**src/rtl/core/ttf_pkg.sv**
```systemverilog
// Shared types, constants and string tables for the typographic text filter.
// No dependencies; used by every module under rtl/core.
package ttf_pkg;

   localparam int QUEUE_DEPTH = 4;
   localparam int STR_BYTES = 30;
   localparam int STR_BITS = 8 * STR_BYTES;
   localparam int POS_WIDTH = 5;

   localparam logic [2:0] KIND_TEXT = 3'd0;
   localparam logic [2:0] KIND_NOHTML = 3'd1;
   localparam logic [2:0] KIND_RAW = 3'd2;
   localparam logic [2:0] KIND_INLINE = 3'd3;
   localparam logic [2:0] KIND_END = 3'd4;
   localparam logic [2:0] KIND_BLOCK = 3'd5;

   localparam logic CSR_QUOTE_SPAN = 1'b0;
   localparam logic CSR_AMP_SPAN = 1'b1;

   typedef struct packed {
      logic [7:0] in_byte;
      logic [2:0] token_kind;
      logic       last_in_token;
   } req_type;

   typedef struct packed {
      logic [7:0] out_byte;
      logic [2:0] out_kind;
      logic       last;
   } rsp_type;

   typedef struct packed {
      logic quote_span_en;
      logic amp_span_en;
   } cfg_type;

   typedef enum logic [3:0] {
      SEG_BYTE,
      SEG_DOTS,
      SEG_DASH,
      SEG_AMPER,
      SEG_ELLIPSIS,
      SEG_MDASH,
      SEG_LSQUO,
      SEG_RSQUO,
      SEG_LDQUO,
      SEG_RDQUO,
      SEG_AMP_SPAN,
      SEG_QUO_SPAN,
      SEG_DQUO_SPAN
   } seg_id_type;

   // One run of output bytes: a table string (or the item's own byte) and its length.
   typedef struct packed {
      logic                 used;
      seg_id_type           id;
      logic [POS_WIDTH-1:0] len_m1;
      logic [2:0]           kind;
   } seg_type;

   // Everything one accepted item emits, in order.
   typedef struct packed {
      seg_type [2:0] seg;
      logic [1:0]    count_m1;
      logic [7:0]    data;
   } cmd_type;

   // Strings are left-aligned, first byte in the top bits.
   function automatic logic [STR_BITS-1:0] seg_string(seg_id_type id);
      logic [STR_BITS-1:0] s;
      unique case (id)
         SEG_DOTS:      s = {"..", 224'd0};
         SEG_DASH:      s = {"-", 232'd0};
         SEG_AMPER:     s = {"&amp", 208'd0};
         SEG_ELLIPSIS:  s = {8'hE2, 8'h80, 8'hA6, 216'd0};
         SEG_MDASH:     s = {8'hE2, 8'h80, 8'h94, 216'd0};
         SEG_LSQUO:     s = {8'hE2, 8'h80, 8'h98, 216'd0};
         SEG_RSQUO:     s = {8'hE2, 8'h80, 8'h99, 216'd0};
         SEG_LDQUO:     s = {8'hE2, 8'h80, 8'h9C, 216'd0};
         SEG_RDQUO:     s = {8'hE2, 8'h80, 8'h9D, 216'd0};
         SEG_AMP_SPAN:  s = {"<span class=\"amp\">&amp;</span>"};
         SEG_QUO_SPAN:  s = {"<span class=\"quo\">", 8'hE2, 8'h80, 8'h98, "</span>", 16'd0};
         SEG_DQUO_SPAN: s = {"<span class=\"dquo\">", 8'hE2, 8'h80, 8'h9C, "</span>", 8'd0};
         default:       s = '0;
      endcase
      return s;
   endfunction

   function automatic logic [7:0] seg_char(seg_id_type id, logic [POS_WIDTH-1:0] pos);
      logic [STR_BITS-1:0] sh;
      sh = seg_string(id) << {pos, 3'b000};
      return sh[STR_BITS-1 -: 8];
   endfunction

endpackage

```
**src/rtl/core/ttf_front.sv**
```systemverilog
// Front end: accepts tagged bytes, runs the match state machine and emits at most
// one segment list per item. Depends on ttf_pkg.
module ttf_front (
   input  logic             clock,
   input  logic             reset,
   input  ttf_pkg::cfg_type cfg,
   input  logic             req_valid,
   output logic             req_ready,
   input  ttf_pkg::req_type req_data,
   input  logic             q_full,
   output logic             push,
   output ttf_pkg::cmd_type push_cmd
);

   typedef enum logic [3:0] {
      ST_START,
      ST_DOT,
      ST_DOTDOT,
      ST_DASH,
      ST_DASHDASH,
      ST_AMP,
      ST_AMPA,
      ST_AMPAM,
      ST_AMPAMP
   } state_type;

   localparam logic [7:0] CH_TAB = 8'h09;
   localparam logic [7:0] CH_CR = 8'h0D;
   localparam logic [7:0] CH_SPACE = 8'h20;
   localparam logic [7:0] CH_DQUOTE = 8'h22;
   localparam logic [7:0] CH_AMP = 8'h26;
   localparam logic [7:0] CH_SQUOTE = 8'h27;
   localparam logic [7:0] CH_LPAREN = 8'h28;
   localparam logic [7:0] CH_DASH = 8'h2D;
   localparam logic [7:0] CH_DOT = 8'h2E;
   localparam logic [7:0] CH_SEMI = 8'h3B;
   localparam logic [7:0] CH_A = 8'h61;
   localparam logic [7:0] CH_M = 8'h6D;
   localparam logic [7:0] CH_P = 8'h70;

   state_type  match_state_ff, match_state_in, mid_state, scan_state;
   logic [7:0] prev_char_ff, prev_char_in;
   logic       run_start_ff, run_start_in;

   ttf_pkg::seg_type       seg_a, seg_b, seg_c;
   ttf_pkg::seg_type [2:0] segs;
   ttf_pkg::cmd_type       cmd;
   logic [1:0]             seg_count;
   logic [7:0]             c;
   logic [2:0]             tk, okind;
   logic                   accept, nohtml, passthru, restart, open_q, wrap_q;

   function automatic ttf_pkg::seg_type mk_seg(ttf_pkg::seg_id_type id,
                                               logic [ttf_pkg::POS_WIDTH-1:0] len_m1,
                                               logic [2:0] kind);
      ttf_pkg::seg_type s;
      s.used = 1'b1;
      s.id = id;
      s.len_m1 = len_m1;
      s.kind = kind;
      return s;
   endfunction

   // Bytes held by a partial match, as they stood; a held double dash flushes as an em dash.
   function automatic ttf_pkg::seg_type pend_seg(state_type st, logic [2:0] kind);
      ttf_pkg::seg_type s;
      unique case (st)
         ST_DOT:      s = mk_seg(ttf_pkg::SEG_DOTS, 5'd0, kind);
         ST_DOTDOT:   s = mk_seg(ttf_pkg::SEG_DOTS, 5'd1, kind);
         ST_DASH:     s = mk_seg(ttf_pkg::SEG_DASH, 5'd0, kind);
         ST_DASHDASH: s = mk_seg(ttf_pkg::SEG_MDASH, 5'd2, ttf_pkg::KIND_TEXT);
         ST_AMP:      s = mk_seg(ttf_pkg::SEG_AMPER, 5'd0, kind);
         ST_AMPA:     s = mk_seg(ttf_pkg::SEG_AMPER, 5'd1, kind);
         ST_AMPAM:    s = mk_seg(ttf_pkg::SEG_AMPER, 5'd2, kind);
         ST_AMPAMP:   s = mk_seg(ttf_pkg::SEG_AMPER, 5'd3, kind);
         default:     s = '0;
      endcase
      return s;
   endfunction

   function automatic logic [7:0] want_char(state_type st);
      logic [7:0] w;
      unique case (st)
         ST_DOT:   w = CH_DOT;
         ST_DASH:  w = CH_DASH;
         ST_AMP:   w = CH_A;
         ST_AMPA:  w = CH_M;
         default:  w = CH_P;
      endcase
      return w;
   endfunction

   assign c = req_data.in_byte;
   assign tk = req_data.token_kind;
   assign req_ready = !q_full;
   assign accept = req_valid && !q_full;

   assign passthru = (tk == ttf_pkg::KIND_RAW) || (tk == ttf_pkg::KIND_INLINE) ||
                     (tk == ttf_pkg::KIND_END) || (tk == ttf_pkg::KIND_BLOCK);
   assign nohtml = (tk == ttf_pkg::KIND_NOHTML);
   assign okind = nohtml ? ttf_pkg::KIND_NOHTML : ttf_pkg::KIND_TEXT;
   assign open_q = (prev_char_ff == 8'd0) || (prev_char_ff == CH_LPAREN) ||
                   (prev_char_ff == CH_SPACE) ||
                   ((prev_char_ff >= CH_TAB) && (prev_char_ff <= CH_CR));
   assign wrap_q = run_start_ff && cfg.quote_span_en && !nohtml;

   always_comb begin
      seg_a = '0;
      seg_b = '0;
      seg_c = '0;
      restart = 1'b0;
      mid_state = match_state_ff;

      // Resolve the pending match first; a break flushes it and rescans the byte.
      unique case (match_state_ff)
         ST_DOT, ST_DASH, ST_AMP, ST_AMPA, ST_AMPAM: begin
            if (c == want_char(match_state_ff)) begin
               mid_state = state_type'(match_state_ff + 4'd1);
            end else begin
               seg_a = pend_seg(match_state_ff, okind);
               restart = 1'b1;
            end
         end
         ST_DOTDOT: begin
            if (c == CH_DOT) begin
               seg_a = mk_seg(ttf_pkg::SEG_ELLIPSIS, 5'd2, ttf_pkg::KIND_TEXT);
               mid_state = ST_START;
            end else begin
               seg_a = pend_seg(match_state_ff, okind);
               restart = 1'b1;
            end
         end
         ST_DASHDASH: begin
            seg_a = mk_seg(ttf_pkg::SEG_MDASH, 5'd2, ttf_pkg::KIND_TEXT);
            mid_state = ST_START;
            restart = (c != CH_DASH);
         end
         ST_AMPAMP: begin
            if (c == CH_SEMI && cfg.amp_span_en && !nohtml) begin
               seg_a = mk_seg(ttf_pkg::SEG_AMP_SPAN, 5'd29, ttf_pkg::KIND_INLINE);
               mid_state = ST_START;
            end else begin
               seg_a = pend_seg(match_state_ff, okind);
               restart = 1'b1;
            end
         end
         default: restart = 1'b1;
      endcase

      scan_state = mid_state;
      run_start_in = run_start_ff;
      if (restart) begin
         run_start_in = 1'b0;
         scan_state = ST_START;
         case (c)
            CH_DOT:  scan_state = ST_DOT;
            CH_DASH: scan_state = ST_DASH;
            CH_AMP:  scan_state = ST_AMP;
            CH_SQUOTE: begin
               if (open_q && wrap_q) begin
                  seg_b = mk_seg(ttf_pkg::SEG_QUO_SPAN, 5'd27, ttf_pkg::KIND_INLINE);
               end else begin
                  seg_b = mk_seg(open_q ? ttf_pkg::SEG_LSQUO : ttf_pkg::SEG_RSQUO,
                                 5'd2, ttf_pkg::KIND_TEXT);
               end
            end
            CH_DQUOTE: begin
               if (open_q && wrap_q) begin
                  seg_b = mk_seg(ttf_pkg::SEG_DQUO_SPAN, 5'd28, ttf_pkg::KIND_INLINE);
               end else begin
                  seg_b = mk_seg(open_q ? ttf_pkg::SEG_LDQUO : ttf_pkg::SEG_RDQUO,
                                 5'd2, ttf_pkg::KIND_TEXT);
               end
            end
            default: seg_b = mk_seg(ttf_pkg::SEG_BYTE, 5'd0, okind);
         endcase
      end

      // End of token: flush whatever is still held.
      match_state_in = scan_state;
      if (req_data.last_in_token) begin
         seg_c = pend_seg(scan_state, okind);
         match_state_in = ST_START;
      end
      prev_char_in = c;

      if (passthru) begin
         seg_a = mk_seg(ttf_pkg::SEG_BYTE, 5'd0, tk);
         seg_b = '0;
         seg_c = '0;
         match_state_in = match_state_ff;
         prev_char_in = prev_char_ff;
         run_start_in = run_start_ff;
         if (tk == ttf_pkg::KIND_BLOCK) begin
            match_state_in = ST_START;
            prev_char_in = 8'd0;
            run_start_in = 1'b1;
         end
      end
   end

   assign segs = {seg_c, seg_b, seg_a};

   // Pack the used segments to the front of the list.
   always_comb begin
      cmd = '0;
      seg_count = 2'd0;
      for (int i = 0; i < 3; i++) begin
         if (segs[i].used) begin
            cmd.seg[seg_count] = segs[i];
            seg_count = seg_count + 2'd1;
         end
      end
      cmd.count_m1 = seg_count - 2'd1;
      cmd.data = c;
   end

   assign push = accept && (seg_count != 2'd0);
   assign push_cmd = cmd;

   always_ff @(posedge clock) begin
      if (reset) begin
         match_state_ff <= ST_START;
         prev_char_ff <= 8'd0;
         run_start_ff <= 1'b1;
      end else if (accept) begin
         match_state_ff <= match_state_in;
         prev_char_ff <= prev_char_in;
         run_start_ff <= run_start_in;
      end
   end

endmodule

```
**src/rtl/core/ttf_queue.sv**
```systemverilog
// Short command queue between the front end and the byte emitter.
// Depends on ttf_pkg for the command type.
module ttf_queue #(
   parameter int DEPTH = ttf_pkg::QUEUE_DEPTH
) (
   input  logic             clock,
   input  logic             reset,
   input  logic             push,
   input  ttf_pkg::cmd_type push_data,
   output logic             full,
   input  logic             pop,
   output logic             head_valid,
   output ttf_pkg::cmd_type head_data
);

   localparam int PTR_W = (DEPTH > 1) ? $clog2(DEPTH) : 1;
   localparam int CNT_W = $clog2(DEPTH + 1);

   ttf_pkg::cmd_type mem_ff [DEPTH];
   logic [PTR_W-1:0] wr_ptr_ff, wr_ptr_in, rd_ptr_ff, rd_ptr_in;
   logic [CNT_W-1:0] count_ff, count_in;
   logic             do_push, do_pop;

   assign full = (count_ff == CNT_W'(DEPTH));
   assign head_valid = (count_ff != '0);
   assign head_data = mem_ff[rd_ptr_ff];
   assign do_push = push && !full;
   assign do_pop = pop && head_valid;

   always_comb begin
      wr_ptr_in = wr_ptr_ff;
      rd_ptr_in = rd_ptr_ff;
      count_in = count_ff;
      if (do_push) begin
         wr_ptr_in = (wr_ptr_ff == PTR_W'(DEPTH - 1)) ? '0 : wr_ptr_ff + 1'b1;
      end
      if (do_pop) begin
         rd_ptr_in = (rd_ptr_ff == PTR_W'(DEPTH - 1)) ? '0 : rd_ptr_ff + 1'b1;
      end
      case ({do_push, do_pop})
         2'b10:   count_in = count_ff + 1'b1;
         2'b01:   count_in = count_ff - 1'b1;
         default: count_in = count_ff;
      endcase
   end

   always_ff @(posedge clock) begin
      if (reset) begin
         wr_ptr_ff <= '0;
         rd_ptr_ff <= '0;
         count_ff <= '0;
      end else begin
         wr_ptr_ff <= wr_ptr_in;
         rd_ptr_ff <= rd_ptr_in;
         count_ff <= count_in;
      end
   end

   always_ff @(posedge clock) begin
      if (do_push) begin
         mem_ff[wr_ptr_ff] <= push_data;
      end
   end

endmodule

```
**src/rtl/core/ttf_back.sv**
```systemverilog
// Back end: walks the segments of the head command and emits one byte per
// transfer through an output register. Depends on ttf_pkg.
module ttf_back (
   input  logic             clock,
   input  logic             reset,
   input  logic             head_valid,
   input  ttf_pkg::cmd_type head,
   output logic             pop,
   output logic             rsp_valid,
   input  logic             rsp_ready,
   output ttf_pkg::rsp_type rsp_data
);

   logic [1:0]                   seg_idx_ff;
   logic [ttf_pkg::POS_WIDTH-1:0] pos_ff;
   logic                         rsp_valid_ff, rsp_valid_in;
   ttf_pkg::rsp_type             rsp_data_ff, rsp_data_in;
   ttf_pkg::seg_type             cur;
   logic                         load, seg_end, cmd_end;

   assign cur = head.seg[seg_idx_ff];
   assign load = head_valid && (!rsp_valid_ff || rsp_ready);
   assign seg_end = (pos_ff == cur.len_m1);
   assign cmd_end = seg_end && (seg_idx_ff == head.count_m1);
   assign pop = load && cmd_end;

   always_comb begin
      rsp_data_in.out_byte = (cur.id == ttf_pkg::SEG_BYTE) ? head.data :
                             ttf_pkg::seg_char(cur.id, pos_ff);
      rsp_data_in.out_kind = cur.kind;
      rsp_data_in.last = cmd_end;
      rsp_valid_in = load || (rsp_valid_ff && !rsp_ready);
   end

   always_ff @(posedge clock) begin
      if (reset) begin
         seg_idx_ff <= 2'd0;
         pos_ff <= '0;
         rsp_valid_ff <= 1'b0;
      end else begin
         rsp_valid_ff <= rsp_valid_in;
         if (load) begin
            if (seg_end) begin
               pos_ff <= '0;
               seg_idx_ff <= cmd_end ? 2'd0 : seg_idx_ff + 2'd1;
            end else begin
               pos_ff <= pos_ff + 1'b1;
            end
         end
      end
   end

   // Hold the result until the transfer completes.
   always_ff @(posedge clock) begin
      if (load) begin
         rsp_data_ff <= rsp_data_in;
      end
   end

   assign rsp_valid = rsp_valid_ff;
   assign rsp_data = rsp_data_ff;

endmodule

```
**src/rtl/core/typographic_text_filter.sv**
```systemverilog
// Throughput: one input byte per cycle while the command queue has room; one output byte
// per cycle while the receiver is ready, so an item with N result bytes holds the emitter
// for N transfers. Path: with the emitter idle, an accepted item is written to the queue
// and then loaded into the output register, where its first result becomes valid.
// Reset: matcher to start, previous byte 0, run-start flag set, both options off,
// queue and output register empty.
module typographic_text_filter #(
   parameter int QUEUE_DEPTH = ttf_pkg::QUEUE_DEPTH
) (
   input  logic             clock,
   input  logic             reset,
   input  logic             req_valid,
   output logic             req_ready,
   input  ttf_pkg::req_type req_data,
   output logic             rsp_valid,
   input  logic             rsp_ready,
   output ttf_pkg::rsp_type rsp_data,
   input  logic             csr_we,
   input  logic             csr_index,
   input  logic             csr_wdata
);

   ttf_pkg::cfg_type cfg_ff, cfg_in;
   ttf_pkg::cmd_type q_push_cmd, q_head;
   logic             q_push, q_full, q_pop, q_head_valid;

   always_comb begin
      cfg_in = cfg_ff;
      if (csr_we) begin
         unique case (csr_index)
            ttf_pkg::CSR_QUOTE_SPAN: cfg_in.quote_span_en = csr_wdata;
            ttf_pkg::CSR_AMP_SPAN:   cfg_in.amp_span_en = csr_wdata;
         endcase
      end
   end

   always_ff @(posedge clock) begin
      if (reset) begin
         cfg_ff <= '0;
      end else begin
         cfg_ff <= cfg_in;
      end
   end

   ttf_front u_front (
      .clock     (clock),
      .reset     (reset),
      .cfg       (cfg_ff),
      .req_valid (req_valid),
      .req_ready (req_ready),
      .req_data  (req_data),
      .q_full    (q_full),
      .push      (q_push),
      .push_cmd  (q_push_cmd)
   );

   ttf_queue #(
      .DEPTH (QUEUE_DEPTH)
   ) u_queue (
      .clock      (clock),
      .reset      (reset),
      .push       (q_push),
      .push_data  (q_push_cmd),
      .full       (q_full),
      .pop        (q_pop),
      .head_valid (q_head_valid),
      .head_data  (q_head)
   );

   ttf_back u_back (
      .clock      (clock),
      .reset      (reset),
      .head_valid (q_head_valid),
      .head       (q_head),
      .pop        (q_pop),
      .rsp_valid  (rsp_valid),
      .rsp_ready  (rsp_ready),
      .rsp_data   (rsp_data)
   );

`ifndef SYNTHESIS
   a_pop_nonempty: assert property (@(posedge clock) disable iff (reset)
      q_pop |-> q_head_valid)
      else $error("emitter retired a command from an empty queue");

   a_pop_ends_item: assert property (@(posedge clock) disable iff (reset)
      q_pop |=> rsp_valid && rsp_data.last)
      else $error("retired command did not leave a final result in the output register");

   a_push_visible: assert property (@(posedge clock) disable iff (reset)
      q_push && !q_head_valid |=> q_head_valid)
      else $error("command pushed into an empty queue did not reach the head");
`endif

endmodule
```
**config.mk**
```make
export PLATFORM = sky130hd
export DESIGN_NAME = typographic_text_filter
export DESIGN_NICKNAME = d
export VERILOG_FILES = /design/src/rtl/core/ttf_pkg.sv /design/src/rtl/core/ttf_front.sv /design/src/rtl/core/ttf_queue.sv /design/src/rtl/core/ttf_back.sv /design/src/rtl/core/typographic_text_filter.sv
export SDC_FILE = /design/constraint.sdc
export NUM_CORES = 1
export LEC_CHECK = 0
export BUFFER_PORTS_ARGS = -buffer_cell sky130_fd_sc_hd__buf_4
export CORE_MARGIN = 1
export CORE_UTILIZATION = 30
export CTS_CLUSTER_DIAMETER = 80
export DETAILED_ROUTE_END_ITERATION = 8
export PLACE_DENSITY_LB_ADDON = 0.12
export SYNTH_ARGS = -nofsm -noshare
export SYNTH_HDL_FRONTEND = slang
export SYNTH_SLANG_ARGS = --single-unit
```
**constraint.sdc**
```tcl
create_clock -name clock -period 5.2 [get_ports clock]
set_input_delay 1.04 -clock clock [delete_from_list [all_inputs] [get_ports clock]]
set_output_delay 1.04 -clock clock [all_outputs]
set_load 0.1 [all_outputs]
```
==> results.py, run 1 <==
metrics = {
    "floorplanning": {
        "die_width_um": 185,
        "die_area_sq_um": 34300,
        "start_util": 0.307,
        "ioPinCount": 33,
        "core_area_sq_um": 32800,
        "num_rows": 66,
        "die_y_um": 185,
    },
    "placed_design": {
        "placed_area_sq_um": 11200,
        "gp_congestion": 0.874,
        "preCtsSetupSlack_ns": 0.0407,
        "portBuffers": 32,
        "place_inst": 1340,
        "dp_hpwl_um": 19800,
    },
    "layout": {
        "final_cell_count_no_fill": 1372,
        "nets": 958,
        "multi_input_area_sq_um": 4440,
        "seqCellArea_sq_um": 5330,
        "drive_gt1_frac": 0.203,
        "n_antenna_cell": 0,
        "finish.utilization": 0.357,
        "syn2layout_area_growth_pct": 16.2,
        "fillers": 3205,
        "stdcell_area_sq_um": 11700,
    },
    "setup_path": {
        "path_class": "flop to flop",
        "path_max_fanout": 10,
        "crit_path_end_kind": "flop",
        "slowest_delay_ns": 0.58,
        "cp.required_ns": 5.56,
        "path_buf_inv": 2,
        "cp_slowest_cell": "or4_4",
        "path_cells": "ha_1 > nor2b_1 > mux2i_1 > o22a_1 > or4_4 > o211ai_1 > o311ai_2 > o311a_4 > or3_1 > nand2_1 > ha_1 > nor2b_1 > inv_1 > ha_1 > inv_1 > fa_1 > xor2_1 > or3_1 > a21oi_1",
        "crit_arrival_ns": 5.17,
        "crit_top_cell": "ha_1",
        "start_kind": "flop",
        "critical_path.top_delay_family": "simple AND/OR/NAND/NOR gates",
    },
    "clock_tree": {
        "numCtsBuffers": 17,
        "post_cts_resized": 0,
        "cts-hold-fix-buffers": 0,
        "cts-root-buf": "clkbuf_16",
        "postCtsSetupRepairBufs": 0,
        "path_clk_slew_ns": 0.07,
        "cts_sinks": 188,
        "cts_buffer_depth": 2,
        "htreeDepth": 4,
        "clk_latency_ns": 0.44,
        "cts_tree": "done",
    },
    "min_path": {
        "hold_path_class": "flop to flop",
    },
    "logic_synthesis": {
        "synth_fp_nets": 905,
        "synth_cells": 864,
        "yosys_register_bits": 188,
        "ys_seq_area_frac": 0.529,
        "synthTopCellsByArea": "edfxtp_1 (47%), mux4_2 (8.5%), dfxtp_1 (6.4%)",
        "ys_warn_count": 0,
        "syn_area_sq_um": 10100,
        "synth_area_per_cell_sq_um": 11.7,
        "async_reset_ff_frac": 0,
        "synth.top_cell.area_share": 0.465,
        "synth_top_area_cell": "edfxtp_1",
        "synth_ff_type": "edfxtp_1",
        "synth-edff-count": 156,
        "synth_cell_types": 80,
    },
    "global_routing": {
        "grt_start_max_net_pins": 39,
        "grt_pass1_vias": 7181,
        "overflow": 0,
        "grt.total_usage": 0.171,
        "grt_pass1_wl_um": 43400,
        "antenna_found_initial": 0,
    },
    "sta": {
        "finalCritPeriodShare": 0.925,
        "finalSetupViolCount": 0,
        "period_minus_slack_ns": 4.81,
        "fin_setup_tns_ns": 0,
        "fin_skew_ns": 0.0199,
        "timing.fmax_mhz": 208,
        "worstMarginPinSlew_ns": 0.959,
        "fin_hold_ws_ns": 0.486,
        "rsz0062_at_grt": "no",
        "worst_slack_ns": 0.392,
        "relSlewSlack": 0.357,
        "hold_violations": 0,
        "slew_viol_final": 0,
    },
    "route": {
        "first_iter_violations": 662,
        "drtPass1Iterations": 5,
        "avgRoutedWirePerCell_um": 20.7,
        "avgViaCountPerCell": 5.31,
        "route.detailed.drc": 0,
        "via_count": 7283,
        "wl_um": 28300,
        "ant_nets": 0,
    },
    "power": {
        "p_total_mw": 3.90,
        "powerDensity_nw_per_um2": 334,
        "ir_worst_vdd_mv": 0.229,
        "leakage_nw": 3.95,
    },
    "flow_run": {
        "maxCapViolCount": 0,
    },
    "outcome": {
        "status": "finished, final reports clean",
    },
}
logic make-up after synthesis:
| logic type | synth area share |
|---|---|
| xor gates and xnor gates | 0.0113 |
| muxes | 0.114 |
| AOI/OAI and AO/OA | 0.145 |
| DFF | 0.529 |
| and+or+nand+nor | 0.141 |
| adders and majority gates | 0.0281 |
| buffers and inverters | 0.0317 |
cell usage after synthesis (18+ instances only):
cell and n:
mux4_2 38, ha_1 21, dfxtp_1 32, clkbuf_1 39
mux2i_1 24, inv_1 24, edfxtp_1 156, nand3_1 21
a21oi_1 57, nor3_1 18, nor2_1 79, o21ai_0 38
nand2_1 66
area by class of cell:
type	count	area share
Sequential cell	188	0.455
Multi-Input combinational cell	596	0.380
Timing Repair Buffer	90	0.0641
Tap cell	442	0.0473
Clock buffer	19	0.0370
Clock inverter	13	0.00919
Inverter	24	0.00770
registers in the layout, summed over array words and instances, names as in the netlist, named ones only:
signal and count:
u_back.rsp_valid 1, u_front.prev_char_ff 8, cfg_ff 2, u_queue.rd_ptr_ff 2
u_queue.count_ff 3, u_queue.mem_ff 144, u_back.seg_idx_ff 2, u_back.pos_ff 5
u_queue.wr_ptr_ff 2, u_front.run_start_ff 1, u_back.rsp_data 12, u_front.match_state_ff 4
worst paths after layout:
kind / from / to / slack [ns] / depth (start not counted)
max reg2reg: u_front.match_state_ff[1] / u_queue.count_ff[2] / 0.39 / 19
min reg2reg: u_back.rsp_valid / u_back.rsp_valid / 0.49 / 2
min: u_back.rsp_valid / u_back.rsp_valid / 0.49 / 2
max: u_front.match_state_ff[1] / u_queue.count_ff[2] / 0.39 / 19
routing by layer:
| metal | track usage | wire length, um | vias to the layer above |
|---|---|---|---|
| li1 | - | - | 3432 |
| met1 | 0.224 | 12800 | 3643 |
| met2 | 0.287 | 14000 | 174 |
| met3 | 0.0263 | 945 | 34 |
| met4 | 0.0559 | 629 | 0 |
| met5 | 0 | 0 | - |
worst reg2reg max path, cell delays in order, from the launching register on:
cell and delay (ns):
dfxtp_1 0.43, ha_1 0.46, nor2b_1 0.23, mux2i_1 0.09, o22a_1 0.19, or4_4 0.58, o211ai_1 0.26, o311ai_2 0.17
o311a_4 0.39, or3_1 0.34, nand2_1 0.10, ha_1 0.15, nor2b_1 0.05, inv_1 0.07, ha_1 0.17, inv_1 0.06
fa_1 0.39, xor2_1 0.16, or3_1 0.30, a21oi_1 0.14
layout by cell type, fill, tap and decap left out, types with 18 or more instances in the layout:
cell type	instances
a21oi_1	56
buf_4	84
dfxtp_1	30
edfxtp_1	156
ha_1	21
inv_1	24
mux2i_1	24
mux4_2	38
nand2_1	66
nand3_1	21
nor2_1	79
nor3_1	18
o21ai_0	37
power by group:
part           internal (mW)  total, mW  switching, mW
Combinational          0.290      0.907          0.617
Clock                  0.625       1.22          0.598
Sequential              1.74       1.77         0.0307
Total                   2.66       3.90           1.25
No activity file was read; power rests on OpenSTA's default activity.
==> run 2, diff against run 1 <==
Settings changed: CORE_UTILIZATION 30 to 63.
Clock period 5.2 ns to 5.54 ns, I/O delays scaled along.
==> run 2 against run 1 <==
Flip-flop and latch count did not move. Clock-buffer cell count decreased by 1. Power fell by 2.7%. Cell count shrank 19%. Die area decreased by 52%. Via count up 6.4%. Critical path depth rose by 1. Global-route usage grew 18 points. Critical path type unchanged.
==> results.py, run 2 (synthesis results as in run 1) <==
metrics = {
    "sta": {
        "hold_violations": 0,
        "finalSetupViolCount": 0,
        "worstMarginPinSlew_ns": 1.07,
        "rsz0062_at_grt": "no",
        "finalCritPeriodShare": 0.930,
        "fin_skew_ns": 0.0104,
        "timing.fmax_mhz": 194,
        "period_minus_slack_ns": 5.15,
        "slew_viol_final": 0,
        "fin_setup_tns_ns": 0,
        "relSlewSlack": 0.283,
    },
    "placed_design": {
        "gp_congestion": 0.968,
        "dp_hpwl_um": 18700,
        "placed_area_sq_um": 10600,
        "portBuffers": 32,
    },
    "route": {
        "via_count": 7752,
        "avgViaCountPerCell": 6.96,
        "avgRoutedWirePerCell_um": 24.9,
        "first_iter_violations": 1117,
        "route.detailed.drc": 0,
        "wl_um": 27800,
        "drtPass1Iterations": 6,
        "ant_nets": 0,
    },
    "layout": {
        "n_antenna_cell": 0,
        "stdcell_area_sq_um": 11300,
        "mostFrequentLayoutCells": "edfxtp_1 (156), nor2_1 (79), nand2_1 (66)",
        "drive_gt1_frac": 0.176,
        "syn2layout_area_growth_pct": 11.9,
        "nets": 931,
        "largest_register_ffs": 144,
        "final_common_cell": "edfxtp_1",
        "top_register": "u_queue.mem_ff",
    },
    "setup_path": {
        "r2r_start": "u_front.match_state_ff[0]",
        "cp.required_ns": 5.92,
        "start_kind": "flop",
        "startpoint": "u_front.match_state_ff[0]",
        "crit_end": "u_queue.count_ff[2]",
        "path_max_fanout": 9,
        "path_class": "flop to flop",
        "reg2reg_to": "u_queue.count_ff[2]",
        "crit_arrival_ns": 5.54,
        "crit_path_end_kind": "flop",
        "worst-r2r-setup-slack_ns": 0.39,
        "reg2reg_depth": 20,
    },
    "floorplanning": {
        "die_y_um": 128,
        "start_util": 0.653,
        "ioPinCount": 33,
        "core_area_sq_um": 15400,
        "die_area_sq_um": 16500,
        "die_width_um": 128,
        "num_rows": 45,
    },
    "outcome": {
        "status": "finished, final reports clean",
    },
    "power": {
        "ir_worst_vdd_mv": 0.240,
        "leakage_nw": 3.85,
        "powerDensity_nw_per_um2": 337,
    },
    "clock_tree": {
        "post_cts_resized": 0,
        "numCtsBuffers": 17,
        "clk_latency_ns": 0.45,
        "path_clk_slew_ns": 0.07,
        "postCtsSetupRepairBufs": 0,
        "htreeDepth": 4,
        "cts_buffer_depth": 2,
        "cts-hold-fix-buffers": 0,
        "cts_tree": "done",
        "cts_sinks": 188,
        "cts-root-buf": "clkbuf_16",
    },
    "min_path": {
        "hold_path_class": "flop to flop",
    },
    "global_routing": {
        "overflow": 0,
        "grt_pass1_wl_um": 42700,
        "grt.total_usage": 0.354,
        "grt_start_max_net_pins": 40,
        "grt_pass1_vias": 7533,
        "antenna_found_initial": 0,
    },
    "flow_run": {
        "maxCapViolCount": 0,
    },
}
run 2: cell types whose count changed in the layout (fill, tap and decap cells not counted), moves of 2 or more:
cell	change
bufinv_16	+2
inv_8	+2
clkinvlp_4	-3
and2_2	-4
buf_4	-25
buf_12	-2
clkinv_8	+3
and2_1	+4
run 2: worst max-delay path: stages, from the launching register on:
cell and delay, ns:
dfxtp_1 0.39, inv_1 0.13, ha_1 0.40, o21ai_0 0.24
a21oi_1 0.24, nor3b_1 0.30, a22o_1 0.32, a21oi_1 0.17
or3_1 0.50, ha_1 0.37, or3_1 0.39, nand2_1 0.10
ha_1 0.17, nor2b_1 0.07, inv_1 0.08, ha_1 0.18
inv_1 0.06, fa_1 0.37, xor2_1 0.16, or3_1 0.31
a21oi_1 0.14
run 2: cell type report:
cell class / count / area, sq um
clock buffer: 18 / 429
clock inverter: 14 / 199
fill: 1043 / 4160
inverter: 24 / 90.1
multi-input combinational: 596 / 4440
sequential: 188 / 5330
tap: 211 / 264
timing repair buffer: 63 / 523
run 2: per-layer routing:
layer	GRT usage	up-vias	wire length (um)	share of wire
met1	0.449	3746	10200	0.37
met5	0	-	0	0
met2	0.592	535	13900	0.50
met4	0.165	0	1070	0.039
li1	-	3373	-	-
met3	0.0690	98	2630	0.095
run 2: worst min path at each step:
stage,startpoint,endpoint,slack [ns],cells after the start
after floorplan,cfg_ff[0],cfg_ff[0],0.44,2
after detailed placement,u_back.rsp_valid,u_back.rsp_valid,0.49,2
after global routing,u_queue.count_ff[2],u_queue.count_ff[2],0.51,2
after global placement,cfg_ff[0],cfg_ff[0],0.47,2
final,cfg_ff[0],cfg_ff[0],0.51,2
after CTS,cfg_ff[0],cfg_ff[0],0.50,2
run 2: stage by stage:
stage	util	cells	hold slack, ns	total power, mW	setup slack (ns)
after CTS	0.730	1114	0.505	3.79	0.469
after floorplan	-	864	0.437	2.28	0.129
final	0.730	1114	0.510	3.80	0.386
after detailed placement	0.690	1082	0.489	2.52	0.201
after global placement	0.690	1082	0.466	2.50	0.293
after global routing	0.730	1114	0.514	3.90	0.106
run 2: report_power, final:
part           leakage [nW]  switching [mW]  internal [mW]
Combinational          1.89           0.585          0.258
Sequential             1.66          0.0354           1.64
Clock                 0.303           0.589          0.694
==> run 3, diff against run 2 <==
Clock period 5.54 ns to 5.7 ns, I/O delays scaled along.
==> run 3 against run 2 <==
Global-route usage increased by 0.19 points. Largest power group unchanged. Power decreased by 1.9%. First-iteration DRC count increased by 6.4%. Clock skew increased by 0.0014 ns. Final area about the same. Sequential power decreased by 2%. Non-clock buffer count decreased by 2. Sequential share of layout area about the same. Critical endpoint unchanged.
==> results.py, run 3 (synthesis results as in run 1) <==
metrics = {
    "floorplanning": {
        "core_area_sq_um": 15400,
        "die_width_um": 128,
        "start_util": 0.653,
        "ioPinCount": 33,
        "num_rows": 45,
        "die_area_sq_um": 16500,
        "die_y_um": 128,
    },
    "layout": {
        "multi_input_area_sq_um": 4440,
        "seqCellArea_sq_um": 5330,
        "syn2layout_area_growth_pct": 12.0,
        "n_antenna_cell": 0,
        "final_common_cell": "edfxtp_1",
        "fillers": 1044,
        "nets": 929,
        "drive_gt1_frac": 0.175,
        "mostFrequentLayoutCells": "edfxtp_1 (156), nor2_1 (79), nand2_1 (66)",
        "stdcell_area_sq_um": 11300,
        "top_register": "u_queue.mem_ff",
        "final_cell_count_no_fill": 1112,
        "largest_register_ffs": 144,
    },
    "route": {
        "first_iter_violations": 1188,
        "via_count": 7832,
        "wl_um": 28100,
        "avgViaCountPerCell": 7.04,
        "route.detailed.drc": 0,
        "avgRoutedWirePerCell_um": 25.3,
        "ant_nets": 0,
        "drtPass1Iterations": 7,
    },
    "placed_design": {
        "preCtsSetupSlack_ns": 0.173,
        "gp_congestion": 0.928,
        "place_inst": 1080,
        "placed_area_sq_um": 10600,
        "portBuffers": 32,
        "dp_hpwl_um": 18800,
    },
    "clock_tree": {
        "path_clk_slew_ns": 0.07,
        "cts-hold-fix-buffers": 0,
        "clk_latency_ns": 0.44,
        "numCtsBuffers": 17,
        "cts-root-buf": "clkbuf_16",
        "cts_buffer_depth": 2,
        "cts_sinks": 188,
        "cts_tree": "done",
        "htreeDepth": 4,
    },
    "global_routing": {
        "grt_pass1_vias": 7537,
        "overflow": 0,
        "grt.total_usage": 0.356,
        "grt_pass1_wl_um": 42900,
        "grt_start_max_net_pins": 40,
        "antenna_found_initial": 0,
    },
    "sta": {
        "period_minus_slack_ns": 5.33,
        "finalSetupViolCount": 0,
        "worstMarginPinSlew_ns": 0.946,
        "rsz0062_at_grt": "no",
        "timing.fmax_mhz": 188,
        "slew_viol_final": 0,
        "fin_setup_tns_ns": 0,
        "fin_hold_ws_ns": 0.495,
        "hold_violations": 0,
        "finalCritPeriodShare": 0.934,
        "fin_skew_ns": 0.0118,
        "relSlewSlack": 0.369,
        "worst_slack_ns": 0.374,
    },
    "outcome": {
        "status": "finished, final reports clean",
    },
    "setup_path": {
        "cp.required_ns": 6.06,
        "path_class": "flop to flop",
        "worst-r2r-setup-slack_ns": 0.37,
        "crit_path_end_kind": "flop",
        "start_kind": "flop",
        "crit_arrival_ns": 5.69,
        "path_max_fanout": 8,
    },
    "flow_run": {
        "maxCapViolCount": 0,
    },
    "min_path": {
        "hold_path_class": "flop to flop",
    },
    "power": {
        "powerDensity_nw_per_um2": 331,
        "leakage_nw": 3.85,
        "ir_worst_vdd_mv": 0.235,
    },
}
-- run 3: cell count changes in the layout (fill, tap and decap cells not counted), sizes merged --
cell and delta:
bufinv +1, clkbuf -1, clkinvlp -1, clkinv +2, inv -1, buf -2
-- run 3: power by group --
group,internal (mW),switching (mW)
Combinational,0.248,0.564
Clock,0.716,0.572
Sequential,1.59,0.0371
Total,2.56,1.17
-- run 3: worst paths after layout --
kind	cells past startpoint	startpoint	end
max	19	u_front.match_state_ff[0]	u_queue.count_ff[2]
min reg2reg	2	cfg_ff[0]	cfg_ff[0]
max reg2reg	19	u_front.match_state_ff[0]	u_queue.count_ff[2]
min	2	cfg_ff[0]	cfg_ff[0]
-- run 3: layout make-up --
class,instances,area share
Sequential cell,188,0.472
Multi-Input combinational cell,596,0.394
Timing Repair Buffer,61,0.0450
Clock buffer,17,0.0377
Tap cell,211,0.0234
Clock inverter,15,0.0200
Inverter,24,0.00799
-- run 3: critical path, cell delays in order (launching register included) --
cell     delay (ns)
dfxtp_1        0.49
ha_1           0.42
o21ai_0        0.18
a21oi_1        0.25
nor3b_1        0.31
a22o_1         0.32
a21oi_1        0.18
or3_1          0.53
ha_1           0.37
or3_1          0.37
nand2_1        0.19
ha_1           0.23
nor2b_1        0.08
inv_1          0.07
ha_1           0.18
inv_1          0.06
fa_1           0.37
xor2_1         0.15
or3_1          0.31
a21oi_1        0.18
-- run 3: through the flow --
| step | power [mW] | utilization |
|---|---|---|
| CTS | 3.71 | 0.731 |
| detailed placement | 2.44 | 0.689 |
| global placement | 2.42 | 0.689 |
| finish | 3.73 | 0.731 |
| global route | 3.84 | 0.731 |
| floorplan | 2.21 | - |
-- run 3: metal layers --
layer / up-vias / wire, um / track usage / part of all wire
met3: 108 / 2690 / 0.0794 / 0.096
li1: 3354 / - / - / -
met4: 0 / 1080 / 0.145 / 0.038
met2: 574 / 14000 / 0.597 / 0.50
met5: - / 0 / 0 / 0
met1: 3796 / 10400 / 0.452 / 0.37
-- run 3: timing repair --
action                                  4_1_cts  5_1_grt
gates resized for setup                       0        1
setup buffers                                 0        0
endpoints found under the setup margin        0        1
